File: src/design/pce_pkg.sv
`default_nettype none
// ----------------------------------------------------------------------------
// pce_pkg: shared types and constants of the phase change energy block
// Phase format, CORDIC datapath widths, arctangent table and the cell bus.
// ----------------------------------------------------------------------------
package pce_pkg;

  // Scaled CORDIC datapath: samples are brought to a magnitude of 2^39,
  // negated and grown by the CORDIC gain, which stays below 2^42.
  localparam int SCALED_W     = 40;
  localparam int CW           = 43;
  // Angle accumulator, phase, squared difference and frame sum.
  localparam int ZW           = 17;
  localparam int PH_W         = 16;
  localparam int SQ_W         = 34;
  localparam int SUM_W        = 44;
  localparam int CORDIC_STEPS = 14;

  localparam logic [6:0] SIDE_RESET = 7'd64;

  localparam logic signed [PH_W-1:0] PI_Q           = 16'sd25736;
  localparam logic signed [PH_W-1:0] NEG_PI_Q       = -16'sd25736;
  localparam logic signed [PH_W-1:0] HALF_PI_Q      = 16'sd12868;
  localparam logic signed [PH_W-1:0] NEG_HALF_PI_Q  = -16'sd12868;

  // One CORDIC vector in flight between neighboring cells.
  typedef struct packed {
    logic                valid;
    logic [CW-1:0]       x;
    logic [CW-1:0]       y;
    logic [ZW-1:0]       z;
  } pce_cell_t;

  // atan(2^-step) in Q2.13, rounded to nearest.
  function automatic logic signed [ZW-1:0] atan_q(input int unsigned step);
    logic signed [ZW-1:0] t;
    unique case (step)
      0:       t = 17'sd6434;
      1:       t = 17'sd3798;
      2:       t = 17'sd2007;
      3:       t = 17'sd1019;
      4:       t = 17'sd511;
      5:       t = 17'sd256;
      6:       t = 17'sd128;
      7:       t = 17'sd64;
      8:       t = 17'sd32;
      9:       t = 17'sd16;
      10:      t = 17'sd8;
      11:      t = 17'sd4;
      12:      t = 17'sd2;
      13:      t = 17'sd1;
      default: t = 17'sd0;
    endcase
    return t;
  endfunction

endpackage
`default_nettype wire

File: src/design/pce_cordic_cell.sv
`default_nettype none
// ----------------------------------------------------------------------------
// pce_cordic_cell: one CORDIC vectoring step
// Rotates the vector toward the real axis by atan(2^-STEP) and registers it.
// ----------------------------------------------------------------------------
module pce_cordic_cell
  import pce_pkg::*;
#(
  parameter int STEP = 0
) (
  input  wire logic      clk,
  input  wire logic      rst_n,
  input  wire logic      adv,
  input  wire pce_cell_t cell_in,
  output pce_cell_t      cell_out
);

  logic                 valid_r;
  logic signed [CW-1:0] x_r, y_r, x_nxt, y_nxt, x_in, y_in, xs, ys;
  logic signed [ZW-1:0] z_r, z_nxt, z_in, t;

  always_comb begin
    x_in = cell_in.x;
    y_in = cell_in.y;
    z_in = cell_in.z;
    xs   = x_in >>> STEP;
    ys   = y_in >>> STEP;
    t    = atan_q(STEP);
    if (!y_in[CW-1]) begin
      x_nxt = x_in + ys;
      y_nxt = y_in - xs;
      z_nxt = z_in + t;
    end else begin
      x_nxt = x_in - ys;
      y_nxt = y_in + xs;
      z_nxt = z_in - t;
    end
  end

  always_ff @(posedge clk) begin
    if (!rst_n) begin
      valid_r <= 1'b0;
    end else if (adv) begin
      valid_r <= cell_in.valid;
    end
  end

  always_ff @(posedge clk) begin
    if (adv) begin
      x_r <= x_nxt;
      y_r <= y_nxt;
      z_r <= z_nxt;
    end
  end

  assign cell_out = '{valid: valid_r, x: x_r, y: y_r, z: z_r};

endmodule
`default_nettype wire

File: config.mk
export PLATFORM = sky130hd
export DESIGN_NAME = pce_cordic_cell
export DESIGN_NICKNAME = d
export VERILOG_FILES = /design/src/design/pce_pkg.sv /design/src/design/pce_cordic_cell.sv
export SDC_FILE = /design/constraint.sdc
export NUM_CORES = 1
export LEC_CHECK = 0
export BUFFER_PORTS_ARGS = -buffer_cell sky130_fd_sc_hd__clkbuf_2
export CELL_PAD_IN_SITES_DETAIL_PLACEMENT = 1
export CELL_PAD_IN_SITES_GLOBAL_PLACEMENT = 2
export CORE_ASPECT_RATIO = 0.5
export CORE_MARGIN = 1
export CORE_UTILIZATION = 36
export DETAILED_ROUTE_END_ITERATION = 10
export PLACE_DENSITY_LB_ADDON = 0.1
export SYNTH_ARGS = -nofsm -noshare
export SYNTH_HDL_FRONTEND = slang
export SYNTH_SLANG_ARGS = --single-unit
File: constraint.sdc
create_clock -name clk -period 5.07 [get_ports clk]
set_clock_uncertainty 0.2 [all_clocks]
set_input_delay 0.2535 -clock clk [delete_from_list [all_inputs] [get_ports clk]]
set_output_delay 0.2535 -clock clk [all_outputs]
set_load 0.02 [all_outputs]
=== After elaboration in Yosys (flattened, before gate mapping) ===
Index checks and enable logic that the tools add are counted.

* Add/subtract/negate cells: 5
* Mux-type cells: 3

{| class="wikitable"
|+ Operators by type and width
! kind !! count
|-
| 43-bit two-way mux || 2
|-
| 43-bit subtractor || 2
|-
| 43-bit adder || 1
|-
| 17-bit by 14-bit adder with 17-bit output, second input constant || 1
|-
| 17-bit two-way mux || 1
|-
| 17-bit by 14-bit subtractor with 17-bit output, second input constant || 1
|}

* Bits of input ports: 107
* Register bits: 104
* Word-level logic and storage cells: 12

=== Logic depth before layout (Yosys ltp) ===
Gate-level depths: netlist of run 1.

* Depth in word-level cells: 2
* Gate-level depth with buffers: 15
* Depth with buffers taken out: 13

=== Least setup slack after synthesis of run 1 ===
Ideal clock, no wire load.

* Path type: input port to flip-flop
* From: input cell_in[59] in the netlist's numbering
* To: register z_r[15] (data pin)
* Stages on the path: 15
* Buffers on the path: 3
* Arrival time: 2.866 ns
* Setup time: 0.258 ns
* Setup slack: 1.746 ns
* Data required time: 4.612 ns
* Cells stage by stage: clkbuf_1 inv_1 clkbuf_1 clkbuf_1 fa_1 nor2b_1 o21ai_0 a21boi_0 o21ai_0 a21boi_0 o2111ai_1 nand3_1 a31o_2 a21oi_1 xnor2_1

* Longest elaborated chain between the ends: 1

{| class="wikitable"
|+ Ends and longest elaborated chain
! element !! RTL line !! text
|-
| start: declaration || pce_cordic_cell.sv:14 || <nowiki>input wire pce_cell_t cell_in,</nowiki>
|-
| 17-bit two-way mux || pce_cordic_cell.sv:29 || <nowiki>if (!y_in[CW-1]) begin</nowiki>
|-
| named net z_nxt[15] || pce_cordic_cell.sv:20 || <nowiki>logic signed [ZW-1:0] z_r, z_nxt, z_in, t;</nowiki>
|-
| end signal: assignment || pce_cordic_cell.sv:52 || <nowiki>z_r <= z_nxt;</nowiki>
|-
| end: declaration || pce_cordic_cell.sv:20 ||
|}

The timed path passes the listed nets, and every way through them passes these cells.
A chain may end at the register's enable or synchronous reset.

=== Final worst setup path of run 1 ===
* From: input cell_in[17] in the netlist's numbering
* To: register x_r[42] (data pin)

* Longest elaborated chain between the ends: 2
* Elaborated cells on any way between the ends: 3
* Those cells by class: add/sub (2); mux (1)

{| class="wikitable"
|+ Ends and longest elaborated chain
! element !! RTL line !! text
|-
| 43-bit adder / 43-bit subtractor (equally long branches) || pce_cordic_cell.sv:30, pce_cordic_cell.sv:34 ||
|-
| 43-bit two-way mux (*) || pce_cordic_cell.sv:29 ||
|-
| named net x_nxt[42] || pce_cordic_cell.sv:19 || <nowiki>logic signed [CW-1:0] x_r, y_r, x_nxt, y_nxt, x_in, y_in, xs, ys;</nowiki>
|-
| end signal: assignment || pce_cordic_cell.sv:50 || <nowiki>x_r <= x_nxt;</nowiki>
|-
| end: declaration || pce_cordic_cell.sv:19 ||
|}

The timed path passes the listed nets; every way through them passes the cells marked *.

==> results of run 1 <==
-- critical path: stages --
cell,delay [ns]
clkbuf_2,0.11
ha_1,0.23
fa_1,0.41
nor2b_1,0.16
o21ai_0,0.47
a211oi_1,0.24
nor4_1,0.52
o21ai_1,0.27
a31oi_1,0.51
o31ai_2,0.19
a31oi_1,0.27
a22oi_1,0.14
xor2_1,0.19
-- power by group --
part	leakage, nW	internal (mW)	switching (mW)
clock	0.127	0.333	0.362
sequential	1.01	1.13	0.0468
combinational	4.79	0.525	0.996
-- kinds of logic after synthesis --
family | share of synthesized area [%]
compound gates | 25.98
xor+xnor | 7.305
fa+ha+maj | 16.25
buf+inv | 6.673
flops | 27.36
mux | 1.066
simple gates | 15.37
-- area by class of cell --
class	count	area share (%)
Multi-Input combinational cell	1087	57.18
Timing Repair Buffer	224	9.026
Tap cell	423	4.070
Clock inverter	7	0.3849
Sequential cell	103	23.71
Clock buffer	9	1.732
Inverter	135	3.897
-- how the worst max path moves through the flow --
stage	from	endpoint	slack [ns]
6_report	cell_in[17]	x_r[42]	1.03
5_1_grt	cell_in[17]	x_r[42]	0.91
4_1_cts	cell_in[17]	x_r[42]	1.16
3_5_place_dp	cell_in[17]	x_r[42]	0.76
3_3_place_gp	cell_in[17]	x_r[42]	0.78
2_1_floorplan	cell_in[59]	z_r[15]	1.75
-- flip-flops by register name, indices dropped and copies added, names as in the netlist --
signal,count
x_r,43
y_r,42
z_r,17
valid_r,1
-- metal layers --
metal  GRT usage [%]  routed length [microns]  up-vias  part of all wire (%)
met5               0                        0        -                     0
met4           5.276                      579        0                   1.5
met3           4.482                     2075       38                   5.2
met2           39.33                    17910      297                    45
met1           34.50                    19280     5383                    48
li1                -                        -     5238                     -
-- cells in the final DEF (no fill, tap or decap), types with 6 or more instances in the layout --
| cell | Yosys | layout |
|---|---|---|
| a211oi_1 | 10 | 10 |
| mux2i_1 | 12 | 12 |
| a21oi_1 | 183 | 183 |
| ha_1 | 140 | 140 |
| buf_4 | 4 | 11 |
| nand2_1 | 87 | 87 |
| o31ai_1 | 11 | 11 |
| nor2_1 | 125 | 125 |
| nand3_1 | 23 | 23 |
| o21bai_1 | 28 | 28 |
| o21a_1 | 9 | 9 |
| nor3_1 | 28 | 28 |
| a31oi_1 | 15 | 15 |
| or2_2 | 9 | 9 |
| or3_1 | 10 | 10 |
| clkbuf_2 | 0 | 208 |
| and2_1 | 6 | 6 |
| o211ai_1 | 6 | 6 |
| o21ai_0 | 102 | 102 |
| nor4_1 | 6 | 6 |
| nand2b_1 | 14 | 14 |
| clkbuf_16 | 0 | 9 |
| xor2_1 | 15 | 15 |
| inv_1 | 133 | 132 |
| xnor2_1 | 79 | 79 |
| a21boi_0 | 6 | 6 |
| nor2b_1 | 24 | 24 |
| a21o_1 | 46 | 46 |
| edfxtp_1 | 102 | 102 |
| nand4_1 | 15 | 15 |
==> metrics.txt, run 1 <==
final slew viol count 0; Clk Latency, worst-skew pair about 0.38 ns; Placed Cells 1967; I/O Buffers 210; maximum VDD drop 0.1518 mV; synthesized flop and latch total roughly 100; share of the synthesized area in the top cell type 27.18%; Setup TNS 0 ns; fillers approximately 3.8k; DRC 0; CP max FO 4; synthesis-to-layout area growth 15.38%; number of global-route vias before repair around 11k; TritonCTS Buffers 9; DRT iter0 DRCs between 600 and 700; Tcrit/Tclk final 79.60%; top-count cell post-synth a21oi_1; Post-CTS Resized 0; Net Count, Synth around 1.6k; commonest cells in the netlist a21oi_1 (183), ha_1 (140), inv_1 (133); Boundary Pins ~210; worst hold slack between 0.08 and 0.09 ns; fin nets around 1.8k; synthesized area per cell between 8 and 9 sq um; reg2reg path depth 3; global route overflow 0; Root Driver clkbuf_16; r2r startpoint valid_r; placer congestion estimate 0.9134; register area 3083 sq um; largest net degree at the start of global routing 90; Least-Margin Pin Slew around 1.0 ns; crit start category input port; clk sinks ~100; Post-Syn Area around 11000 sq um; CTS tree yes; first-pass GRT wire length between 60000 and 70000 microns; Routed WL 39850 microns; status finished, final reports clean; worst hold path type in2reg; Place WS 0.7572 ns; Worst Hold Launch adv; Die Y about 130 microns; Die X around 250 microns; Syn Inst Count ~1.4k; Post-CTS Setup Repair Bufs 0; Seq/Total Area, Yosys 27.36%; initial antenna violation count 0; Slew headroom between 30% and 40%; top cells by area, synth edfxtp_1 (27%), ha_1 (16%), a21oi_1 (8.1%), xnor2_1 (6.1%), o21ai_0 (4.5%); row cnt 45; R2R Path End valid_r; final instance area roughly 13000 sq um; area taken by multi-input logic gates 7435 sq um; post-layout util between 40% and 50%; Setup CP Type in2reg; wire per inst between 20 and 25 microns; min cycle time layout 4.036 ns; Achievable Freq about 0.25 GHz; vias ~11k; Power, Total ~3.4 mW; unrepaired setup endpoints after global routing no; Req. time, crit path 5.00 ns; Layout Cells excl Fill roughly 2k; PD cells roughly 260 nW/um^2; hold path cells 1; hold buffer count at cts 5; Pre-Repair DR Iteration Count 5; flop2flop setup slack around 3.7 ns; post-route ant nets 0; dpl cell area between 10000 and 15000 sq um; ANT cells 0; worst setup margin ~1.0 ns; post-synth top area cell edfxtp_1; top_reg_cell synth edfxtp_1; Post-synth ARST share 0%; Max Cap Viol 0; Final Hold Fails 0; Ys Warns 0; CTS Buffer Depth 2; total routing usage reported by global routing about a quarter; layout cells sized above 1 about 17%; Unique masters post-synth 73; clock-pin slew on the worst setup and hold paths 0.07 ns; DP Wirelength approximately 32000 microns; core area 30570 sq um; Final Setup Violations 0; # H-tree levels 3; worst path arrival time about 4.0 ns; total die area around 32000 sq um; Via-to-Cell Ratio about 5.5; P_leak around 6 nW; Initial Util a little under two fifths; Worst Setup End Kind flop; hold endpoint y_r[9]; Post-synth EDFFs between 100 and 150
No activity file was read; power rests on OpenSTA's default activity.
==> run 2, diff against run 1 <==
Settings changed: ABC_AREA from default to 1, CORE_UTILIZATION 36 to 31.
Clock period 5.07 ns to 3.9 ns, I/O delays scaled along.
==> run 2 against run 1 <==
  * Combinational power up 62%
  * Largest power group unchanged
  * Core utilization is 6.3 points lower
  * Non-clock buffer count is 19 higher
  * Sequential power grew 25%
  * Clock power grew 50%
  * Area after synthesis increased by 28%
  * Routed wire length is 66% higher
  * Sequential share of layout area down 5.0 points
  * Die area up 48%
  * Flip-flop and latch count unchanged
  * Critical path depth unchanged
==> metrics.txt, run 2 <==
status finished, final reports clean; R2R Path End valid_r; worst hold path type in2reg; Setup CP Type in2reg; post-synth top area cell nand2_1; Final Setup Violations 0; Req. time, crit path 3.84 ns; routed length on met3 ~4900 microns; share of the synthesized area in the top cell type between 20% and 30%; Syn Inst Count 2414; Die X 307.4 microns; global route overflow 0; placer congestion estimate between 0.9 and 1; Via-to-Cell Ratio 4.892; cell mode on critical path nand2_1; met1 WL roughly 34000 microns; CP max stage delay between 0.9 and 1 ns; Tcrit/Tclk final between 90% and 100%; Placed Cells between 3k and 4k; commonest cells in the netlist nand2_1 (855), inv_1 (428), nand3_1 (206); Final Hold Fails 0; r2r startpoint valid_r; top-count cell post-synth nand2_1; Post-synth ARST share 0%; CP Cell Sequence dlygate4sd3_1 > clkbuf_2 > inv_1 > ha_1 > fa_1 > o21ai_1 > a21oi_2 > nor2_1 > nor2_1 > nand2_1 > nand2_1 > nand3_1 > nand2_1; flop2flop setup slack 2.48 ns; Achievable Freq between 0.2 and 0.3 GHz; Seq/Total Area, Yosys about a fifth; number of flip-flops under the largest register name 43; Clk Latency, worst-skew pair ~0.40 ns; CTS tree yes; clk sinks between 100 and 150; DP Wirelength slightly below 60000 microns; CP max FO 5; number of global-route vias before repair 15.35k; ANT cells 0; post-route ant nets 0; initial antenna violation count 1; Routed WL roughly 66000 microns; Max Cap Viol 0; Top Layer Used met4; Post-CTS Setup Repair Bufs 0; dpl cell area around 16000 sq um; Post-synth EDFFs 102; CP max-delay cell o21ai_1; worst setup path end x_r[40]; final slew viol count 0; core area about 46000 sq um; commonest non-fill, non-tap cell in the layout nand2_1; Largest regs x_r (43), y_r (42), z_r (17); synthesized area per cell approximately 6.0 sq um; vias 15.85k; unrepaired setup endpoints after global routing no; row cnt 55; top_reg_cell synth edfxtp_1; total routing usage reported by global routing about 28%; Unique masters post-synth 44; most frequent cells in the layout nand2_1 (855), inv_1 (428), clkbuf_2 (208); P_leak 9.119 nW; min cycle time layout slightly below 4 ns; CTS Buffer Depth 2; Pre-Repair DR Iteration Count 5; Power, Total approximately 5 mW; Layout Cells excl Fill 3240; Root Driver clkbuf_16; synthesis-to-layout area growth 14.04%; crit start category input port; synthesized flop and latch total 103; top cells by area, synth nand2_1 (22%), edfxtp_1 (21%), ha_1 (12%), inv_1 (11%), nand3_1 (7.1%); reg2reg path depth 3; Critical Path Start cell_in[60]; first-pass GRT wire length 96880 microns; Net Count, Synth 2665; total die area ~48000 sq um; DRC 0; # H-tree levels 3; most flop-heavy register x_r; worst path arrival time 3.83 ns; I/O Buffers between 200 and 250; layout cells sized above 1 12.17%; Initial Util 31.72%; fin nets between 2k and 3k; clock-pin slew on the worst setup and hold paths 0.09 ns; TritonCTS Buffers 9; Die Y between 150 and 200 microns; Boundary Pins around 210; final instance area roughly 16000 sq um; DRT iter0 DRCs approximately 1.2k; Slew headroom 6.294%; maximum VDD drop 0.2340 mV; Post-Syn Area between 10000 and 15000 sq um; post-layout util a little over a third; Worst Setup End Kind flop; PD cells 302.6 nW/um^2; Setup TNS 0 ns; Ys Warns 0; largest net degree at the start of global routing 105; Least-Margin Pin Slew ~1.4 ns; wire per inst between 20 and 25 microns; met2 wire len between 20000 and 30000 microns
[run 2: cell types whose count changed in the layout (fill, tap and decap cells not counted), sizes merged, moves of 17 or more]
| cell | delta |
|---|---|
| inv | +300 |
| xnor2 | -74 |
| a31oi | -17 |
| nor2 | +102 |
| a21oi | -39 |
| nor3 | -19 |
| buf | +19 |
| nand3 | +185 |
| a21o | -44 |
| nand2 | +783 |
| xor2 | +23 |
| nor2b | -24 |
[run 2: where the power goes]
part / switching [mW] / internal, mW / total [mW]
registers: 0.0453 / 1.43 / 1.47
clock network: 0.530 / 0.514 / 1.04
logic: 1.76 / 0.711 / 2.47
[run 2: final cells by class]
type / count / area (sq um)
clock buffers: 9 / 225.2
clock inverters: 7 / 86.33
fillers: 6189 / 29070
inverters: 430 / 1615
multi-input cells: 1821 / 9359
flip-flops and latches: 103 / 3083
well taps: 627 / 784.5
repair buffers: 243 / 1329
[run 2: what timing repair did]
action,in CTS,in global routing
gates resized for setup,0,0
hold buffers,5,0
endpoints found under the hold margin,4,0
setup endpoints to repair,0,0
[run 2: per-layer routing]
layer | global-route usage, % | up-vias
met4 | 3.412 | 0
met1 | 40.66 | 7511
met2 | 41.30 | 398
met3 | 6.714 | 25
li1 | - | 7915
met5 | 0 | -
[run 2: kinds of logic after synthesis]
| family | share of synthesized area (%) |
|---|---|
| simple gates | 38.38 |
| buf+inv | 13.91 |
| compound gates | 11.10 |
| fa+ha+maj | 12.67 |
| flops | 21.33 |
| xor+xnor | 2.606 |
[run 2: worst max-delay path, delay by kind of cell]
family                     cells  cell delay, ns
AOI/OAI and AO/OA              2            1.25
adders and majority gates      2            0.86
buffers and inverters          3            0.74
and+or+nand+nor                6            0.79
[run 2: how the worst min path moves through the flow]
| stage | start | to | depth (start not counted) |
|---|---|---|---|
| 2_1_floorplan | adv | valid_r | 1 |
| 3_5_place_dp | cell_in[0] | z_r[0] | 1 |
| 4_1_cts | cell_in[16] | z_r[16] | 3 |
| 6_report | cell_in[16] | z_r[16] | 3 |
| 5_1_grt | cell_in[16] | z_r[16] | 3 |
| 3_3_place_gp | cell_in[0] | z_r[0] | 1 |
[run 2: stage by stage]
step                hold slack, ns  setup slack, ns
global placement            0.1722           0.3690
global route               0.05013          0.04868
CTS                        0.01904           0.2390
floorplan                  0.08846            1.525
detailed placement          0.1744           0.3896
finish                     0.02540          0.01403
